File: src/rtl/srtf_pkg.sv
`timescale 1ns / 1ps
`default_nettype none
// ---------------------------------------------------------------------------
// srtf_pkg: shared types and constants of the srtf scheduler
// slot table geometry, time width, cell control and scan candidate types
// ---------------------------------------------------------------------------
package srtf_pkg;

    localparam int SLOTS        = 16;
    localparam int TIME_BITS    = 16;
    localparam int SLOT_W       = $clog2(SLOTS);
    localparam int SLOT_FIELD_W = 4;
    localparam int TIME_FIELD_W = 16;

    localparam logic FUNC_LOAD = 1'b0;
    localparam logic FUNC_TICK = 1'b1;

    typedef logic [TIME_BITS-1:0]    t_time;
    typedef logic [SLOT_W-1:0]       t_slot_idx;
    typedef logic [SLOT_FIELD_W-1:0] t_slot_field;
    typedef logic [TIME_FIELD_W-1:0] t_time_field;

    localparam t_time     TIME_MAX = {TIME_BITS{1'b1}};
    localparam t_slot_idx CNT_LAST = SLOT_W'(SLOTS - 1);

    typedef enum logic {
        S_IDLE,
        S_SCAN
    } t_state;

    // best slot found so far as it walks along the chain
    typedef struct packed {
        logic      found;
        t_slot_idx idx;
        t_time     rem;
        t_time     arr;
        t_time     svc;
    } t_cand;

    // per-cycle command broadcast to every cell
    typedef struct packed {
        logic      load;
        logic      dec;
        t_slot_idx sel;
        t_time     arr;
        t_time     burst;
    } t_cell_ctrl;

    function automatic t_time time_from_field(input t_time_field f);
        logic [47:0] w;
        w = {32'b0, f};
        return w[TIME_BITS-1:0];
    endfunction

    function automatic t_time_field time_to_field(input t_time t);
        logic [47:0] w;
        w = 48'(t);
        return w[TIME_FIELD_W-1:0];
    endfunction

    function automatic t_slot_idx slot_from_field(input t_slot_field f);
        logic [15:0] w;
        w = {12'b0, f};
        return w[SLOT_W-1:0];
    endfunction

    function automatic t_slot_field slot_to_field(input t_slot_idx s);
        logic [15:0] w;
        w = 16'(s);
        return w[SLOT_FIELD_W-1:0];
    endfunction

endpackage
`default_nettype wire

File: src/rtl/srtf_if.sv
`timescale 1ns / 1ps
`default_nettype none
// ---------------------------------------------------------------------------
// srtf_in_if / srtf_out_if: valid-ready channels of the srtf scheduler
// request channel (load or tick) and result channel (one result per tick)
// ---------------------------------------------------------------------------
interface srtf_in_if import srtf_pkg::*; ();
    logic        valid;
    logic        ready;
    logic        func;
    t_slot_field slot;
    t_time_field arrival;
    t_time_field burst;

    modport source (output valid, func, slot, arrival, burst, input ready);
    modport sink   (input valid, func, slot, arrival, burst, output ready);
endinterface

interface srtf_out_if import srtf_pkg::*; ();
    logic        valid;
    logic        ready;
    t_slot_field run_slot;
    logic        idle;
    logic        finished;
    t_time_field finish_time;
    t_time_field turnaround;
    t_time_field waiting;

    modport source (output valid, run_slot, idle, finished, finish_time, turnaround,
                    waiting, input ready);
    modport sink   (input valid, run_slot, idle, finished, finish_time, turnaround,
                    waiting, output ready);
endinterface
`default_nettype wire

File: src/rtl/srtf_cell.sv
`timescale 1ns / 1ps
`default_nettype none
// ---------------------------------------------------------------------------
// srtf_cell: one task slot of the scheduler chain
// holds the slot's remaining time, arrival and burst, and registers the
// better of its own slot and the candidate coming from its left neighbour
// ---------------------------------------------------------------------------
module srtf_cell import srtf_pkg::*; (
    input  wire logic       i_clk,
    input  wire logic       i_rst_n,
    input  wire t_slot_idx  i_idx,
    input  wire t_cell_ctrl i_ctrl,
    input  wire t_time      i_clock_now,
    input  wire t_cand      i_cand,
    output t_cand           o_cand
);

    t_time r_rem, n_rem;
    t_time r_arr;
    t_time r_svc;
    t_cand r_cand, n_cand;
    logic  hit;
    logic  eligible;
    logic  take;

    assign hit = (i_ctrl.sel == i_idx);

    always_comb begin
        n_rem = r_rem;
        if (i_ctrl.load && hit) begin
            n_rem = i_ctrl.burst;
        end else if (i_ctrl.dec && hit) begin
            n_rem = r_rem - t_time'(1);
        end
    end

    // strict compares keep the lower slot on a full tie
    assign eligible = (r_rem != '0) && (r_arr <= i_clock_now);
    assign take     = eligible && (!i_cand.found || (r_rem < i_cand.rem) ||
                      ((r_rem == i_cand.rem) && (r_arr < i_cand.arr)));

    always_comb begin
        n_cand = i_cand;
        if (take) begin
            n_cand = '{found: 1'b1, idx: i_idx, rem: r_rem, arr: r_arr, svc: r_svc};
        end
    end

    always_ff @(posedge i_clk) begin
        if (!i_rst_n) begin
            r_rem  <= '0;
            r_cand <= '0;
        end else begin
            r_rem  <= n_rem;
            r_cand <= n_cand;
        end
    end

    always_ff @(posedge i_clk) begin
        if (i_ctrl.load && hit) begin
            r_arr <= i_ctrl.arr;
            r_svc <= i_ctrl.burst;
        end
    end

    assign o_cand = r_cand;

endmodule
`default_nettype wire

File: src/rtl/srtf_scheduler.sv
`timescale 1ns / 1ps
`default_nettype none
// ---------------------------------------------------------------------------
// srtf_scheduler: shortest-remaining-time-first scheduler over a slot table
// loads tasks into slots and serves one slot per tick, reporting completions
// ---------------------------------------------------------------------------
// A load (func 0) writes a slot and is ignored for a slot beyond the table.
// A tick (func 1) keeps the request channel closed while it scans: the
// slots sit in a chain of SLOTS cells and the best candidate moves one
// cell per cycle from slot 0 upwards; once it has passed the last cell the
// served slot is decremented, the time advances (saturating) and one
// result is written to the output register.
// The result register lets loads be taken while a result waits for its
// transfer; a tick whose scan finishes before the previous result has gone
// holds until the output register frees up. Remaining times reset to zero;
// arrival and burst of a slot are only meaningful once it has been loaded.
// ---------------------------------------------------------------------------
module srtf_scheduler import srtf_pkg::*; (
    input  wire logic   i_clk,
    input  wire logic   i_rst_n,
    srtf_in_if.sink     i_in,
    srtf_out_if.source  o_out
);

    // control
    t_state    r_state, n_state;
    t_slot_idx r_cnt, n_cnt;
    t_time     r_clock;
    logic      r_out_valid;

    // result payload
    t_slot_field r_run_slot;
    logic        r_idle;
    logic        r_finished;
    t_time_field r_finish_time;
    t_time_field r_turnaround;
    t_time_field r_waiting;

    logic       in_xfer;
    logic       out_xfer;
    logic       commit;
    logic       slot_ok;
    t_cell_ctrl ctrl;
    t_cand      chain [SLOTS+1];
    t_cand      win;
    t_time      clock_inc;
    t_time      tat;
    t_time      wt;
    logic       done;

    assign in_xfer  = i_in.valid && i_in.ready;
    assign out_xfer = o_out.valid && o_out.ready;

    // slot field may be wider than the table index
    assign slot_ok = (32'(i_in.slot) < 32'(SLOTS));

    // commit once the candidate has passed the last cell and the result slot is free
    assign commit = (r_state == S_SCAN) && (r_cnt == CNT_LAST) &&
                    (!r_out_valid || o_out.ready);

    // ---- fsm ----
    always_comb begin
        n_state = r_state;
        n_cnt   = r_cnt;
        case (r_state)
            S_IDLE: begin
                n_cnt = '0;
                if (in_xfer && (i_in.func == FUNC_TICK)) begin
                    n_state = S_SCAN;
                end
            end
            S_SCAN: begin
                if (r_cnt != CNT_LAST) begin
                    n_cnt = r_cnt + t_slot_idx'(1);
                end else if (commit) begin
                    n_state = S_IDLE;
                end
            end
            default: begin
                n_state = S_IDLE;
            end
        endcase
    end

    always_ff @(posedge i_clk) begin
        if (!i_rst_n) begin
            r_state <= S_IDLE;
            r_cnt   <= '0;
        end else begin
            r_state <= n_state;
            r_cnt   <= n_cnt;
        end
    end

    assign i_in.ready = (r_state == S_IDLE);

    // ---- cell commands: a load and a commit never meet in one cycle ----
    always_comb begin
        ctrl.load  = in_xfer && (i_in.func == FUNC_LOAD) && slot_ok;
        ctrl.dec   = commit && win.found;
        ctrl.sel   = ctrl.load ? slot_from_field(i_in.slot) : win.idx;
        ctrl.arr   = time_from_field(i_in.arrival);
        ctrl.burst = time_from_field(i_in.burst);
    end

    // ---- the chain of slot cells ----
    assign chain[0] = '0;

    for (genvar g = 0; g < SLOTS; g++) begin : g_cell
        srtf_cell u_cell (
            .i_clk       (i_clk),
            .i_rst_n     (i_rst_n),
            .i_idx       (t_slot_idx'(g)),
            .i_ctrl      (ctrl),
            .i_clock_now (r_clock),
            .i_cand      (chain[g]),
            .o_cand      (chain[g+1])
        );
    end

    assign win = chain[SLOTS];

    // ---- completion arithmetic ----
    assign clock_inc = (r_clock == TIME_MAX) ? r_clock : r_clock + t_time'(1);
    assign done      = win.found && (win.rem == t_time'(1));
    // served slot arrived at or before the current time, so no wrap here
    assign tat       = clock_inc - win.arr;
    // only negative after the clock has saturated: clamp at zero
    assign wt        = (tat >= win.svc) ? tat - win.svc : '0;

    always_ff @(posedge i_clk) begin
        if (!i_rst_n) begin
            r_clock     <= '0;
            r_out_valid <= 1'b0;
        end else begin
            if (commit) begin
                r_clock     <= clock_inc;
                r_out_valid <= 1'b1;
            end else if (out_xfer) begin
                r_out_valid <= 1'b0;
            end
        end
    end

    always_ff @(posedge i_clk) begin
        if (commit) begin
            r_run_slot    <= win.found ? slot_to_field(win.idx) : '0;
            r_idle        <= !win.found;
            r_finished    <= done;
            r_finish_time <= done ? time_to_field(clock_inc) : '0;
            r_turnaround  <= done ? time_to_field(tat) : '0;
            r_waiting     <= done ? time_to_field(wt) : '0;
        end
    end

    assign o_out.valid       = r_out_valid;
    assign o_out.run_slot    = r_run_slot;
    assign o_out.idle        = r_idle;
    assign o_out.finished    = r_finished;
    assign o_out.finish_time = r_finish_time;
    assign o_out.turnaround  = r_turnaround;
    assign o_out.waiting     = r_waiting;

endmodule
`default_nettype wire

File: src/flat_wrapper.sv
// flat-port wrapper written by rule: the top's interface ports become plain ports
module srtf_scheduler_flat import srtf_pkg::*;
  (i_clk, i_rst_n, i_in_valid, i_in_func, i_in_slot, i_in_arrival, i_in_burst, i_in_ready, o_out_valid, o_out_run_slot, o_out_idle, o_out_finished, o_out_finish_time, o_out_turnaround, o_out_waiting, o_out_ready);
  srtf_in_if i_in_i ();
  srtf_out_if o_out_i ();
  input  wire logic i_clk;
  input  wire logic i_rst_n;
  input wire logic [$bits(i_in_i.valid)-1:0] i_in_valid;
  input wire logic [$bits(i_in_i.func)-1:0] i_in_func;
  input wire logic [$bits(i_in_i.slot)-1:0] i_in_slot;
  input wire logic [$bits(i_in_i.arrival)-1:0] i_in_arrival;
  input wire logic [$bits(i_in_i.burst)-1:0] i_in_burst;
  output wire logic [$bits(i_in_i.ready)-1:0] i_in_ready;
  output wire logic [$bits(o_out_i.valid)-1:0] o_out_valid;
  output wire logic [$bits(o_out_i.run_slot)-1:0] o_out_run_slot;
  output wire logic [$bits(o_out_i.idle)-1:0] o_out_idle;
  output wire logic [$bits(o_out_i.finished)-1:0] o_out_finished;
  output wire logic [$bits(o_out_i.finish_time)-1:0] o_out_finish_time;
  output wire logic [$bits(o_out_i.turnaround)-1:0] o_out_turnaround;
  output wire logic [$bits(o_out_i.waiting)-1:0] o_out_waiting;
  input wire logic [$bits(o_out_i.ready)-1:0] o_out_ready;
  assign i_in_i.valid = i_in_valid;
  assign i_in_i.func = i_in_func;
  assign i_in_i.slot = i_in_slot;
  assign i_in_i.arrival = i_in_arrival;
  assign i_in_i.burst = i_in_burst;
  assign i_in_ready = i_in_i.ready;
  assign o_out_valid = o_out_i.valid;
  assign o_out_run_slot = o_out_i.run_slot;
  assign o_out_idle = o_out_i.idle;
  assign o_out_finished = o_out_i.finished;
  assign o_out_finish_time = o_out_i.finish_time;
  assign o_out_turnaround = o_out_i.turnaround;
  assign o_out_waiting = o_out_i.waiting;
  assign o_out_i.ready = o_out_ready;
  srtf_scheduler u_core (.i_clk(i_clk), .i_rst_n(i_rst_n), .i_in(i_in_i), .o_out(o_out_i));
endmodule
File: config.mk
export PLATFORM = sky130hd
export DESIGN_NAME = srtf_scheduler_flat
export DESIGN_NICKNAME = d
export VERILOG_FILES = /design/src/rtl/srtf_pkg.sv /design/src/rtl/srtf_if.sv /design/src/rtl/srtf_cell.sv /design/src/rtl/srtf_scheduler.sv /design/src/flat_wrapper.sv
export SDC_FILE = /design/constraint.sdc
export NUM_CORES = 2
export LEC_CHECK = 0
export ABC_AREA = 0
export BUFFER_PORTS_ARGS = -buffer_cell sky130_fd_sc_hd__buf_4
export CAP_MARGIN = 20
export CORE_MARGIN = 4
export CORE_UTILIZATION = 33
export CTS_BUF_LIST = sky130_fd_sc_hd__clkbuf_2
export CTS_CLUSTER_SIZE = 40
export DETAILED_ROUTE_END_ITERATION = 8
export GPL_ROUTABILITY_DRIVEN = 0
export HOLD_SLACK_MARGIN = 0.03
export PLACE_DENSITY = 0.48
export RECOVER_POWER = 50
export SYNTH_ARGS = -nofsm -noshare
export SYNTH_HDL_FRONTEND = slang
export SYNTH_SLANG_ARGS = --single-unit
File: constraint.sdc
create_clock -name i_clk -period 6.42 [get_ports i_clk]
set_clock_uncertainty 0.05 [all_clocks]
set_input_delay 0.642 -clock i_clk [delete_from_list [all_inputs] [get_ports i_clk]]
set_output_delay 0.642 -clock i_clk [all_outputs]
set_load 0.03 [all_outputs]
==> flow_metrics.py <==
metrics = {
    "setup_path": {
        "crit_required_ns": 7.73,
        "cp_cell_sequence": "dlygate4sd3_1 -> dlygate4sd3_1 -> clkbuf_1 -> clkbuf_2 -> inv_8 -> clkbuf_1 -> o31ai_1",
        "cp_slowest_cell": "clkbuf_1",
        "crit_buf_inv": 6,
        "critPathKind": "input pin to flop",
        "crit_fanout": 73,
        "cp-start-kind": "input pin",
        "critical_path.top_delay_family": "buffers and inverters",
        "max_stage_delay_ns": 2.70,
        "end_kind": "flop",
        "arrival_ns": 7.36,
    },
    "flow_run": {
        "maxCapViolations": 41,
    },
    "logic_synthesis": {
        "async_reset_ff_share_pct": 0,
        "synthTopCellsByArea": "dfxtp_1 28%, edfxtp_1 21%, ha_1 12%",
        "ys_types": 72,
        "syn_inst": 8619,
        "synth_seq_cells": 1677,
        "yosys.area.top_type": "dfxtp_1",
        "synth_ff_type": "dfxtp_1",
        "netlist_area_sq_um": 79980,
        "synth-edff-count": 566,
        "syn-num-nets": 9432,
        "synthTopCellsByCount": "1,111 x dfxtp_1, 870 x o21ai_0, 810 x nand3_1",
        "syn_avg_cell_area_sq_um": 9.279,
        "yosysTopAreaCellShare_pct": 27.81,
        "synth-seq-area-share_pct": 49.06,
        "synth_most_common_cell": "dfxtp_1",
        "yosys_warnings": 0,
    },
    "clock_network": {
        "cts.path.max_buffers": 4,
        "clk_latency_ns": 1.86,
        "htree_levels": 5,
        "cts_tree": "built",
        "clkTransAtPathRegs_ns": 0.11,
        "cts_buffers": 450,
        "cts_root_buf": "clkbuf_2",
        "clock-sinks": 1677,
        "post-cts-setup-buffers": 0,
    },
    "global_route": {
        "grt_max_degree": 226,
        "grt_pass1_wl_mm": 400.4,
        "grt_pass1_vias": 64730,
        "grt_remaining_overflow": 0,
        "track_usage_pct": 20.67,
        "antenna_found_initial": 26,
    },
    "sta": {
        "fmax_mhz": 165.3,
        "finalCriticalPeriod_ns": 6.049,
        "hold_ws_ns": 0.2686,
        "final-hold-violation-count": 0,
        "rsz0062_at_grt": "false",
        "tightest_slew_ns": 4.267,
        "post-route-period-util_pct": 94.23,
        "report.final.setup_viol": 0,
        "relSlewSlack_pct": -184.5,
        "setup_tns_ns": 0,
        "slew_violations": 1840,
    },
    "drt": {
        "drtIter0Drc": 5303,
        "drtAntennaViolNets": 0,
        "drc": 0,
        "dr.pass1.iters": 6,
        "vias": 66510,
        "wl_mm": 267.3,
        "via_per_inst": 5.320,
        "wire_per_inst_um": 21.38,
    },
    "die": {
        "dieArea_sq_um": 250300,
        "start_util_pct": 33.22,
        "ios": 97,
        "die_w_um": 500.3,
        "die_h_um": 500.3,
        "coreArea_sq_um": 240800,
        "row_count": 180,
    },
    "final_layout": {
        "drive_gt1_share_pct": 9.512,
        "syn_to_final_growth_pct": 11.10,
        "layout.nets": 9756,
    },
    "run_status": {
        "status": "complete, but fails checks",
        "violations": "capacitance limit, slew limit",
    },
    "pwr": {
        "p_leak_nw": 32.76,
        "power_density_nw_per_um2": 226.4,
        "swShare_pct": 28.32,
        "p_comb_share_pct": 7.2,
        "cell_internal_pwr_mw": 14.42,
        "seq_power_share_pct": 55.5,
        "peakVddDrop_uv": 139.6,
        "p_clk_share_pct": 37.3,
        "p_switching_mw": 5.696,
    },
    "worst_hold_path": {
        "worst_hold_path_type": "flop to flop",
    },
    "placement": {
        "numPortBuffers": 96,
        "post-dp-hpwl_mm": 181.5,
    },
}
==> cell usage in the layout (no fill, tap or decap), types with 13 or more instances in the layout <==
cell,instances
dfxtp_1,1111
o21ai_0,871
nand3_1,810
nand2_1,773
ha_1,770
clkbuf_2,684
inv_1,643
a21oi_1,619
edfxtp_1,566
nor2_1,510
o31ai_1,269
nor3_1,142
clkbuf_1,131
dlygate4sd3_1,114
clkinv_1,105
nand4_1,99
a21o_1,90
buf_4,83
a211oi_1,77
a31oi_1,75
and2_1,72
nor4_1,61
nor2b_1,44
or3_1,38
o221a_2,37
a22oi_1,35
mux2i_1,34
nor3b_1,34
xnor2_1,32
and3_1,30
or4_1,28
o211ai_1,26
clkinv_2,22
nand2b_1,21
a41oi_1,19
xor2_1,14
and2_0,14
diode_2,13
o41ai_1,13
==> through the flow <==
stage               utilization, %  setup WS (ns)  instance area [sq um]  power [mW]  std cells
finish                       36.91         0.3705                  88860       20.11      12500
global route                 36.91         0.2891                  88850       21.16      12500
CTS                          37.29         0.9992                  89780       20.49      12490
detailed placement           34.93          1.085                  84080       12.78      11540
global placement             34.91         0.9540                  84040       12.76      11530
floorplan                        -          1.418                  79980       12.21       8619
==> layout make-up <==
class                   instances  area, sq um
diodes                         13        32.53
multi-input cells            5821        36680
clock inverters               135        621.8
flip-flops and latches       1677        39240
well taps                    3185         3985
clock buffers                 678         3393
repair buffers                345         2464
inverters                     648         2441
fillers                     24660       151900
==> sequential cells by signal, summed over array words and instances, names as in the netlist <==
| register | flops |
|---|---|
| u_core.g_cell.u_cell.o_cand | 833 |
| u_core.g_cell.u_cell.r_arr | 256 |
| u_core.g_cell.u_cell.r_rem | 256 |
| u_core.g_cell.u_cell.r_svc | 256 |
| u_core.o_out.finish_time | 16 |
| u_core.o_out.finished | 1 |
| u_core.o_out.idle | 1 |
| u_core.o_out.run_slot | 4 |
| u_core.o_out.turnaround | 16 |
| u_core.o_out.valid | 1 |
| u_core.o_out.waiting | 16 |
| u_core.r_clock | 16 |
| u_core.r_cnt | 4 |
| u_core.r_state | 1 |
==> path summary, 6_finish.rpt <==
kind | start | endpoint | slack (ns) | cells after the start
setup reg to reg | u_core.r_cnt[0] | u_core.g_cell[2].u_cell.r_rem[5] | 0.60 | 13
hold / removal | u_core.g_cell[11].u_cell.o_cand[10] | u_core.g_cell[12].u_cell.o_cand[10] | 0.27 | 2
setup / recovery | i_rst_n | u_core.g_cell[12].u_cell.o_cand[22] | 0.37 | 7
hold reg to reg | u_core.g_cell[11].u_cell.o_cand[10] | u_core.g_cell[12].u_cell.o_cand[10] | 0.27 | 2
==> worst register-to-register path, stage by stage (launching register included) <==
cell and delay, ns:
dfxtp_1 0.36, ha_1 0.24, and3_1 0.26, nand3_1 0.10, clkbuf_1 0.94, clkinvlp_2 0.42, a32oi_1 0.39, nor2_1 0.17
dlygate4sd3_1 0.74, nand2_1 0.54, o21ai_0 0.20, dlygate4sd3_1 0.66, nor2_1 0.09, dlygate4sd3_1 0.55
==> per-layer routing <==
metal / wire, um / track usage (%) / share of wire, % / up-vias
li1: - / - / - / 31990
met1: 118300 / 27.14 / 44 / 31770
met2: 121700 / 33.61 / 46 / 2149
met3: 15080 / 3.272 / 5.6 / 600
met4: 12230 / 9.113 / 4.6 / 0
met5: 0 / 0 / 0 / -
==> logic make-up after synthesis <==
logic type               synth area share, %
XOR/XNOR                              0.5037
adder cells (fa/ha/maj)                12.10
multiplexers                          0.4255
buffers and inverters                  5.296
AO/OA/AOI/OAI                          16.63
AND/OR/NAND/NOR                        15.99
flip-flops                             49.06
==> power by group through the flow <==
stage,clock (mW),sequential [mW],combinational [mW]
floorplan,0,11.4,0.849
global placement,0,11.4,1.37
detailed placement,0,11.4,1.39
CTS,7.83,11.1,1.51
global route,8.38,11.2,1.60
finish,7.50,11.2,1.46
==> repair_timing <==
action / 4_1_cts / 5_1_grt
resized for setup: 0 / 0
hold buffers: 139 / 0
endpoints found under the hold margin: 1601 / 0
No activity file was read; power rests on OpenSTA's default activity.
